### config.mk
export PLATFORM = sky130hd
export DESIGN_NAME = preemptive_priority_scheduler
export DESIGN_NICKNAME = d
export VERILOG_FILES = /design/src/sv/pps_pkg.sv /design/src/sv/pps_cell.sv /design/src/sv/pps_ctrl.sv /design/src/sv/preemptive_priority_scheduler.sv
export SDC_FILE = /design/constraint.sdc
export NUM_CORES = 2
export LEC_CHECK = 0
export ABC_AREA = 1
export BUFFER_PORTS_ARGS = -buffer_cell sky130_fd_sc_hd__buf_2
export CAP_MARGIN = 20
export CORE_MARGIN = 3
export CORE_UTILIZATION = 60
export CTS_CLUSTER_DIAMETER = 150
export DETAILED_ROUTE_END_ITERATION = 8
export HOLD_SLACK_MARGIN = 0.06
export MAX_ROUTING_LAYER = met4
export PLACE_DENSITY = 0.82
export RECOVER_POWER = 50
export SLEW_MARGIN = 20
export SYNTH_ARGS = -nofsm -noshare
export SYNTH_HDL_FRONTEND = slang
export SYNTH_SLANG_ARGS = --single-unit
### constraint.sdc
create_clock -name clk -period 7.3 [get_ports clk]
set_clock_uncertainty 0.2 [all_clocks]
set_input_delay 2.19 -clock clk [delete_from_list [all_inputs] [get_ports clk]]
set_output_delay 2.19 -clock clk [all_outputs]
set_load 0.1 [all_outputs]
### src/sv/pps_pkg.sv
package pps_pkg;

    localparam int MAX_JOBS = 16;
    localparam int ID_W     = (MAX_JOBS > 1) ? $clog2(MAX_JOBS) : 1;
    localparam int COUNT_W  = $clog2(MAX_JOBS + 1);
    localparam int TIME_W   = 16;
    localparam int PRI_W    = 8;
    localparam int JOB_ID_W = 4;

    localparam logic [TIME_W-1:0]  TIME_MAX  = {TIME_W{1'b1}};
    localparam logic [COUNT_W-1:0] COUNT_MAX = COUNT_W'(MAX_JOBS);

    localparam logic OP_LOAD = 1'b0;
    localparam logic OP_TICK = 1'b1;

    typedef enum logic [1:0] {
        ST_IDLE,
        ST_SCAN,
        ST_APPLY,
        ST_EMIT
    } state_t;

    // Best candidate so far, passed down the chain.
    typedef struct packed {
        logic              valid;
        logic [ID_W-1:0]   id;
        logic [PRI_W-1:0]  pri;
        logic [TIME_W-1:0] arrival;
        logic [TIME_W-1:0] burst;
        logic [TIME_W-1:0] remaining;
        logic [TIME_W-1:0] start;
    } cand_t;

    // Broadcast from controller to every cell.
    typedef struct packed {
        logic               load;
        logic               commit;
        logic [ID_W-1:0]    slot;
        logic [TIME_W-1:0]  arrival;
        logic [TIME_W-1:0]  burst;
        logic [PRI_W-1:0]   pri;
        logic [TIME_W-1:0]  now;
        logic [COUNT_W-1:0] count;
    } bcast_t;

endpackage

### src/sv/pps_cell.sv
module pps_cell (
    input  logic                   clk,
    input  logic                   rst_n,
    input  logic [pps_pkg::ID_W-1:0] cell_idx,
    input  pps_pkg::bcast_t        bcast,
    input  pps_pkg::cand_t         cand_in,
    output pps_pkg::cand_t         cand_out
);
    import pps_pkg::*;

    logic [TIME_W-1:0] arrival_reg;
    logic [TIME_W-1:0] burst_reg;
    logic [PRI_W-1:0]  pri_reg;
    logic [TIME_W-1:0] remaining_reg;
    logic [TIME_W-1:0] start_reg;
    logic              done_reg;
    cand_t             cand_reg;
    cand_t             cand_next;

    logic hit_load;
    logic hit_commit;
    logic ready;
    logic better;

    assign hit_load   = bcast.load && (bcast.slot == cell_idx);
    assign hit_commit = bcast.commit && (bcast.slot == cell_idx);

    // slot payload
    always_ff @(posedge clk)
    begin
        if (hit_load)
        begin
            arrival_reg   <= bcast.arrival;
            burst_reg     <= bcast.burst;
            pri_reg       <= bcast.pri;
            remaining_reg <= bcast.burst;
        end
        else if (hit_commit)
        begin
            remaining_reg <= remaining_reg - TIME_W'(1);
            if (remaining_reg == burst_reg)
            begin
                start_reg <= bcast.now;
            end
        end
    end

    always_ff @(posedge clk or negedge rst_n)
    begin
        if (!rst_n)
        begin
            done_reg <= 1'b0;
        end
        else if (hit_load)
        begin
            done_reg <= (bcast.burst == '0);
        end
        else if (hit_commit && (remaining_reg == TIME_W'(1)))
        begin
            done_reg <= 1'b1;
        end
    end

    // loaded, unfinished, arrived
    assign ready = (COUNT_W'(cell_idx) < bcast.count) && !done_reg
                   && (arrival_reg <= bcast.now);

    // strict compare keeps the lower slot on a full tie
    assign better = ready && (!cand_in.valid || (pri_reg > cand_in.pri)
                    || ((pri_reg == cand_in.pri) && (arrival_reg < cand_in.arrival)));

    always_comb
    begin
        if (better)
        begin
            cand_next.valid     = 1'b1;
            cand_next.id        = cell_idx;
            cand_next.pri       = pri_reg;
            cand_next.arrival   = arrival_reg;
            cand_next.burst     = burst_reg;
            cand_next.remaining = remaining_reg;
            cand_next.start     = start_reg;
        end
        else
        begin
            cand_next = cand_in;
        end
    end

    always_ff @(posedge clk)
    begin
        cand_reg <= cand_next;
    end

    assign cand_out = cand_reg;

endmodule

### src/sv/pps_ctrl.sv
module pps_ctrl (
    input  logic                          clk,
    input  logic                          rst_n,
    input  logic                          item_valid,
    output logic                          item_ready,
    input  logic                          operation,
    input  logic [pps_pkg::TIME_W-1:0]    arrival_time,
    input  logic [pps_pkg::TIME_W-1:0]    burst_length,
    input  logic [pps_pkg::PRI_W-1:0]     job_priority,
    input  pps_pkg::cand_t                tail,
    output pps_pkg::bcast_t               bcast,
    output logic                          result_valid,
    input  logic                          result_ready,
    output logic                          ran,
    output logic [pps_pkg::JOB_ID_W-1:0]  job_id,
    output logic                          finished,
    output logic [pps_pkg::TIME_W-1:0]    completion_time,
    output logic [pps_pkg::TIME_W-1:0]    turnaround_time,
    output logic [pps_pkg::TIME_W-1:0]    waiting_time,
    output logic [pps_pkg::TIME_W-1:0]    response_time
);
    import pps_pkg::*;

    state_t             state_reg, state_next;
    logic [TIME_W-1:0]  time_reg, time_next;
    logic [COUNT_W-1:0] count_reg, count_next;
    logic [ID_W-1:0]    scan_reg, scan_next;
    logic               out_valid_reg, out_valid_next;

    // tick result held between apply and emit
    logic                res_ran_reg, res_ran_next;
    logic [JOB_ID_W-1:0] res_id_reg, res_id_next;
    logic                res_fin_reg, res_fin_next;
    logic [TIME_W-1:0]   res_ct_reg, res_ct_next;
    logic [TIME_W-1:0]   res_tat_reg, res_tat_next;
    logic [TIME_W-1:0]   res_rt_reg, res_rt_next;
    logic [TIME_W-1:0]   res_burst_reg, res_burst_next;

    // output register
    logic                ran_reg, ran_next;
    logic [JOB_ID_W-1:0] job_id_reg, job_id_next;
    logic                fin_reg, fin_next;
    logic [TIME_W-1:0]   ct_reg, ct_next;
    logic [TIME_W-1:0]   tat_reg, tat_next;
    logic [TIME_W-1:0]   wt_reg, wt_next;
    logic [TIME_W-1:0]   rt_reg, rt_next;

    logic               accept;
    logic               emit;
    logic [TIME_W-1:0]  time_inc;
    logic [TIME_W-1:0]  start_eff;
    logic               tail_fin;

    assign item_ready = (state_reg == ST_IDLE);
    assign accept     = item_valid && item_ready;
    assign time_inc   = (time_reg == TIME_MAX) ? time_reg : time_reg + TIME_W'(1);
    assign start_eff  = (tail.remaining == tail.burst) ? time_reg : tail.start;
    assign tail_fin   = tail.valid && (tail.remaining == TIME_W'(1));

    always_comb
    begin
        state_next     = state_reg;
        time_next      = time_reg;
        count_next     = count_reg;
        scan_next      = scan_reg;
        res_ran_next   = res_ran_reg;
        res_id_next    = res_id_reg;
        res_fin_next   = res_fin_reg;
        res_ct_next    = res_ct_reg;
        res_tat_next   = res_tat_reg;
        res_rt_next    = res_rt_reg;
        res_burst_next = res_burst_reg;
        emit           = 1'b0;

        bcast.load    = 1'b0;
        bcast.commit  = 1'b0;
        bcast.slot    = count_reg[ID_W-1:0];
        bcast.arrival = arrival_time;
        bcast.burst   = burst_length;
        bcast.pri     = job_priority;
        bcast.now     = time_reg;
        bcast.count   = count_reg;

        case (state_reg)
            ST_IDLE:
            begin
                if (accept && (operation == OP_LOAD))
                begin
                    if (count_reg < COUNT_MAX)
                    begin
                        bcast.load = 1'b1;
                        count_next = count_reg + COUNT_W'(1);
                    end
                end
                else if (accept && (operation == OP_TICK))
                begin
                    scan_next  = '0;
                    state_next = ST_SCAN;
                end
            end
            ST_SCAN:
            begin
                scan_next = scan_reg + ID_W'(1);
                if (scan_reg == ID_W'(MAX_JOBS - 1))
                begin
                    state_next = ST_APPLY;
                end
            end
            ST_APPLY:
            begin
                bcast.commit   = tail.valid;
                bcast.slot     = tail.id;
                time_next      = time_inc;
                res_ran_next   = tail.valid;
                res_id_next    = tail.valid ? JOB_ID_W'(tail.id) : '0;
                res_fin_next   = tail_fin;
                res_ct_next    = tail_fin ? time_inc : '0;
                res_tat_next   = tail_fin ? time_inc - tail.arrival : '0;
                res_rt_next    = tail_fin ? start_eff - tail.arrival : '0;
                res_burst_next = tail.burst;
                state_next     = ST_EMIT;
            end
            ST_EMIT:
            begin
                if (!out_valid_reg || result_ready)
                begin
                    emit       = 1'b1;
                    state_next = ST_IDLE;
                end
            end
            default:
            begin
                state_next = ST_IDLE;
            end
        endcase
    end

    always_comb
    begin
        out_valid_next = (out_valid_reg && !result_ready) || emit;
        ran_next       = ran_reg;
        job_id_next    = job_id_reg;
        fin_next       = fin_reg;
        ct_next        = ct_reg;
        tat_next       = tat_reg;
        wt_next        = wt_reg;
        rt_next        = rt_reg;
        if (emit)
        begin
            ran_next    = res_ran_reg;
            job_id_next = res_id_reg;
            fin_next    = res_fin_reg;
            ct_next     = res_ct_reg;
            tat_next    = res_tat_reg;
            rt_next     = res_rt_reg;
            // clamps at zero once time has saturated
            wt_next     = (res_fin_reg && (res_tat_reg >= res_burst_reg))
                          ? res_tat_reg - res_burst_reg : '0;
        end
    end

    always_ff @(posedge clk or negedge rst_n)
    begin
        if (!rst_n)
        begin
            state_reg     <= ST_IDLE;
            time_reg      <= '0;
            count_reg     <= '0;
            scan_reg      <= '0;
            out_valid_reg <= 1'b0;
        end
        else
        begin
            state_reg     <= state_next;
            time_reg      <= time_next;
            count_reg     <= count_next;
            scan_reg      <= scan_next;
            out_valid_reg <= out_valid_next;
        end
    end

    always_ff @(posedge clk)
    begin
        res_ran_reg   <= res_ran_next;
        res_id_reg    <= res_id_next;
        res_fin_reg   <= res_fin_next;
        res_ct_reg    <= res_ct_next;
        res_tat_reg   <= res_tat_next;
        res_rt_reg    <= res_rt_next;
        res_burst_reg <= res_burst_next;
        ran_reg       <= ran_next;
        job_id_reg    <= job_id_next;
        fin_reg       <= fin_next;
        ct_reg        <= ct_next;
        tat_reg       <= tat_next;
        wt_reg        <= wt_next;
        rt_reg        <= rt_next;
    end

    assign result_valid    = out_valid_reg;
    assign ran             = ran_reg;
    assign job_id          = job_id_reg;
    assign finished        = fin_reg;
    assign completion_time = ct_reg;
    assign turnaround_time = tat_reg;
    assign waiting_time    = wt_reg;
    assign response_time   = rt_reg;

endmodule

### src/sv/preemptive_priority_scheduler.sv
// Channel   Handshake                   Payload
// item      item_valid / item_ready     operation, arrival_time, burst_length, job_priority
// result    result_valid / result_ready ran, job_id, finished, completion_time,
//                                       turnaround_time, waiting_time, response_time
//
// A load transaction leaves item_ready high. A tick holds item_ready low after acceptance
// while the best-candidate record ripples through the cell chain (ST_SCAN), while the
// winner is committed (ST_APPLY) and until the result is emitted (ST_EMIT).
// rst_n (async, active low) clears time, job count and the per-slot done flags.
// A stalled result only holds the tick in its emit state while the output register
// is still full; loads are accepted while a result waits.
module preemptive_priority_scheduler (
    input  logic                          clk,
    input  logic                          rst_n,
    input  logic                          item_valid,
    output logic                          item_ready,
    input  logic                          operation,
    input  logic [pps_pkg::TIME_W-1:0]    arrival_time,
    input  logic [pps_pkg::TIME_W-1:0]    burst_length,
    input  logic [pps_pkg::PRI_W-1:0]     job_priority,
    output logic                          result_valid,
    input  logic                          result_ready,
    output logic                          ran,
    output logic [pps_pkg::JOB_ID_W-1:0]  job_id,
    output logic                          finished,
    output logic [pps_pkg::TIME_W-1:0]    completion_time,
    output logic [pps_pkg::TIME_W-1:0]    turnaround_time,
    output logic [pps_pkg::TIME_W-1:0]    waiting_time,
    output logic [pps_pkg::TIME_W-1:0]    response_time
);
    import pps_pkg::*;

    // Link k feeds cell k; link 0 is the empty candidate, the last link is the winner.
    cand_t  link [MAX_JOBS+1];
    bcast_t bcast;

    assign link[0] = '0;

    // One cell per job slot. Each compares its own job against the record
    // from its left neighbour and registers the better of the two.
    for (genvar k = 0; k < MAX_JOBS; k++)
    begin : g_cell
        pps_cell u_cell (
            .clk      (clk),
            .rst_n    (rst_n),
            .cell_idx (ID_W'(k)),
            .bcast    (bcast),
            .cand_in  (link[k]),
            .cand_out (link[k+1])
        );
    end

    // Sequencer: time and job count, scan timing, commit and result register.
    pps_ctrl u_ctrl (
        .clk             (clk),
        .rst_n           (rst_n),
        .item_valid      (item_valid),
        .item_ready      (item_ready),
        .operation       (operation),
        .arrival_time    (arrival_time),
        .burst_length    (burst_length),
        .job_priority    (job_priority),
        .tail            (link[MAX_JOBS]),
        .bcast           (bcast),
        .result_valid    (result_valid),
        .result_ready    (result_ready),
        .ran             (ran),
        .job_id          (job_id),
        .finished        (finished),
        .completion_time (completion_time),
        .turnaround_time (turnaround_time),
        .waiting_time    (waiting_time),
        .response_time   (response_time)
    );

endmodule

==> qor.yml <==
hold_path_class: "flip-flop to flip-flop"
dp_hpwl_um: 211000
postCtsHoldBufs: 0
post-route-period-util_pct: 80.8
drc: 0
vias: 83100
die_y_um: 434
syn-cell-area_mm2: 0.110
core_area_mm2: 0.182
seq_power_share_pct: 44.7
synth_nets: 12400
drive_gt1_share_pct: 5.75
cts.htree.levels: 5
synth-seq-area-share_pct: 58.2
root_buffer: "clkbuf_16"
power.total_mw: 44.8
syn_inst: 11600
placedCellCount: 13800
clk_pin_slew_worst_paths_ns: 0.06
cp-start-kind: "flip-flop"
synth_flop_cell: "edfxtp_1"
antenna_left: 0
fillers: 13600
final_common_cell: "nand2_1"
cts.sinks: 2545
fmax_ghz: 0.170
vdd_drop_max_mv: 0.328
required_ns: 7.86
switchingPower_mw: 14.9
portBuffers: 116
synth_edf_count: 1292
cp.arrival_ns: 6.45
fin_crit_ns: 5.90
first_global_vias: 80400
gp_routability_congestion: 0.989
leakage_nw: 52.8
clkLatencyLatePin_ns: 0.92
grt_overflow: 0
synth-async-reset-ratio_pct: 1.73
violations: "max-capacitance violations, max-slew violations"
wl_per_cell_um: 21.0
pwr-share-comb_pct: 24.6
grt_pass1_wl_um: 458000
fin_setup_tns_ns: 0
final_hold_viol_count: 0
area_growth_pct: 10.5
grt.total_usage_pct: 32.4
cts_setup_buffers: 0
cts_tree: "yes"
status: "finished, violations left"
cp-startpoint: "u_ctrl.time_reg[5]"
p_per_area_mw_per_mm2: 368
final_cell_mix: "nand2_1, edfxtp_1, nand3_1"
ios: 117
fin_cells: 14300
sw_frac_of_total_pct: 33.4
antenna_found_initial: 23
slew_headroom_pct: -153
die_w_um: 434
hold_path_startpoint: "g_cell[12].u_cell.cand_out[2]"
num_rows: 156
yosysUniqueCellTypes: 54
cts.repair.resized: 0
fin_ws_ns: 1.40
critPathKind: "flip-flop to flip-flop"
place_ws_ns: 1.96
grt_setup_unrepaired: "false"
drv_slew: 1111
largest_reg_flops: 1209
wl_um: 301000
syn_area_per_cell_um2: 9.48
clkPwrFrac_pct: 30.7
first_pass_iters: 8
detail_route.vias_per_cell: 5.81
ys_warn_count: 0
cts_buffers: 275
ys_seq_elements: 2545
dpl-instance-area_mm2: 0.113
critical_path.max_fanout: 43
finalInstanceArea_mm2: 0.122
cts_buffer_depth: 4
reg2reg_from: "u_ctrl.time_reg[5]"
grt_max_degree: 80
drtIter0Drc: 9425
start_util_pct: 60.7
endpoint_kind: "flip-flop"
worstMarginPinSlew_ns: 3.79
layout.nets: 12400
maxCapViolCount: 33
die-area_mm2: 0.189
p_int_mw: 29.9
setup_viol: 0
[cells in the mapped netlist (68+ instances only)]
cell type	number	share of area, %
edfxtp_1	1292	35
buf_1	68	0.23
clkbuf_1	241	0.82
xor2_1	178	1.4
o21ai_0	438	2.0
dfxtp_1	1209	22
nor2_1	579	2.0
nand3_1	1240	5.6
nand2_1	3337	11
a21oi_1	418	1.9
nand4_1	70	0.40
nor3_1	117	0.53
buf_2	135	0.61
xnor2_1	102	0.81
inv_1	1007	3.4
ha_1	686	7.8
[metal layers]
| layer | routed length, um | GRT usage (%) |
|---|---|---|
| met5 | 0 | - |
| met4 | 13400 | 13.6 |
| met3 | 29000 | 5.51 |
| met1 | 119000 | 41.6 |
| met2 | 139000 | 51.3 |
[stage by stage]
| step | util (%) | hold slack [ns] |
|---|---|---|
| after global placement | 62.3 | 0.192 |
| final | 67.0 | 0.192 |
| after detailed placement | 62.3 | 0.196 |
| after floorplan | - | 0.188 |
| after global routing | 67.0 | 0.197 |
| after CTS | 67.3 | 0.188 |
[power by group through the flow]
stage / combinational, mW / sequential [mW] / clock [mW]
floorplan: 7.13 / 20.3 / 0
global placement: 10.3 / 20.2 / 0
detailed placement: 10.8 / 20.3 / 0
global route: 12.3 / 20.3 / 14.4
CTS: 10.9 / 20.0 / 13.9
finish: 11.0 / 20.0 / 13.7
[worst max-delay path, stage by stage (launching register included)]
cell and delay [ns]:
dfrtp_1 0.35, clkbuf_1 0.57, inv_1 0.18, clkbuf_1 1.34, ha_1 0.45, a21oi_1 0.18
o21a_1 0.13, nand2_1 0.05, nand2_1 0.05, nand2_1 0.08, a21oi_4 0.14, nand2_1 1.05
buf_4 0.66, nand2_1 0.12, nand2_1 0.09
[final cells by class]
type | instances | area, um2 | share of cell area, %
clock inverters | 94 | 1060 | 0.868
repair buffers | 254 | 1350 | 1.11
multi-input cells | 7608 | 40400 | 33.2
inverters | 1022 | 3840 | 3.15
diodes | 17 | 42.5 | 0.0350
clock buffers | 380 | 7890 | 6.48
flip-flops and latches | 2545 | 64100 | 52.7
well taps | 2370 | 2970 | 2.44
[logic make-up after synthesis]
logic type               synth area share [%]
XOR/XNOR                                 2.23
AND/OR/NAND/NOR                          20.6
multiplexers                          0.00909
buffers and inverters                    5.18
adder cells (fa/ha/maj)                  7.85
flip-flops                               58.2
AO/OA/AOI/OAI                            5.90
[worst paths after layout]
kind                                                      end  slack (ns)  cells after the start
worst max register to register  g_cell[1].u_cell.cand_out[24]        1.40                     14
worst max-delay path            g_cell[1].u_cell.cand_out[24]        1.40                     14
min in group asynchronous                  u_ctrl.scan_reg[2]        1.70                      1
worst min-delay path            g_cell[13].u_cell.cand_out[2]        0.19                      2
max in group asynchronous                  u_ctrl.time_reg[0]        1.65                      2
worst min register to register  g_cell[13].u_cell.cand_out[2]        0.19                      2
(Power assumes the default switching activity.)
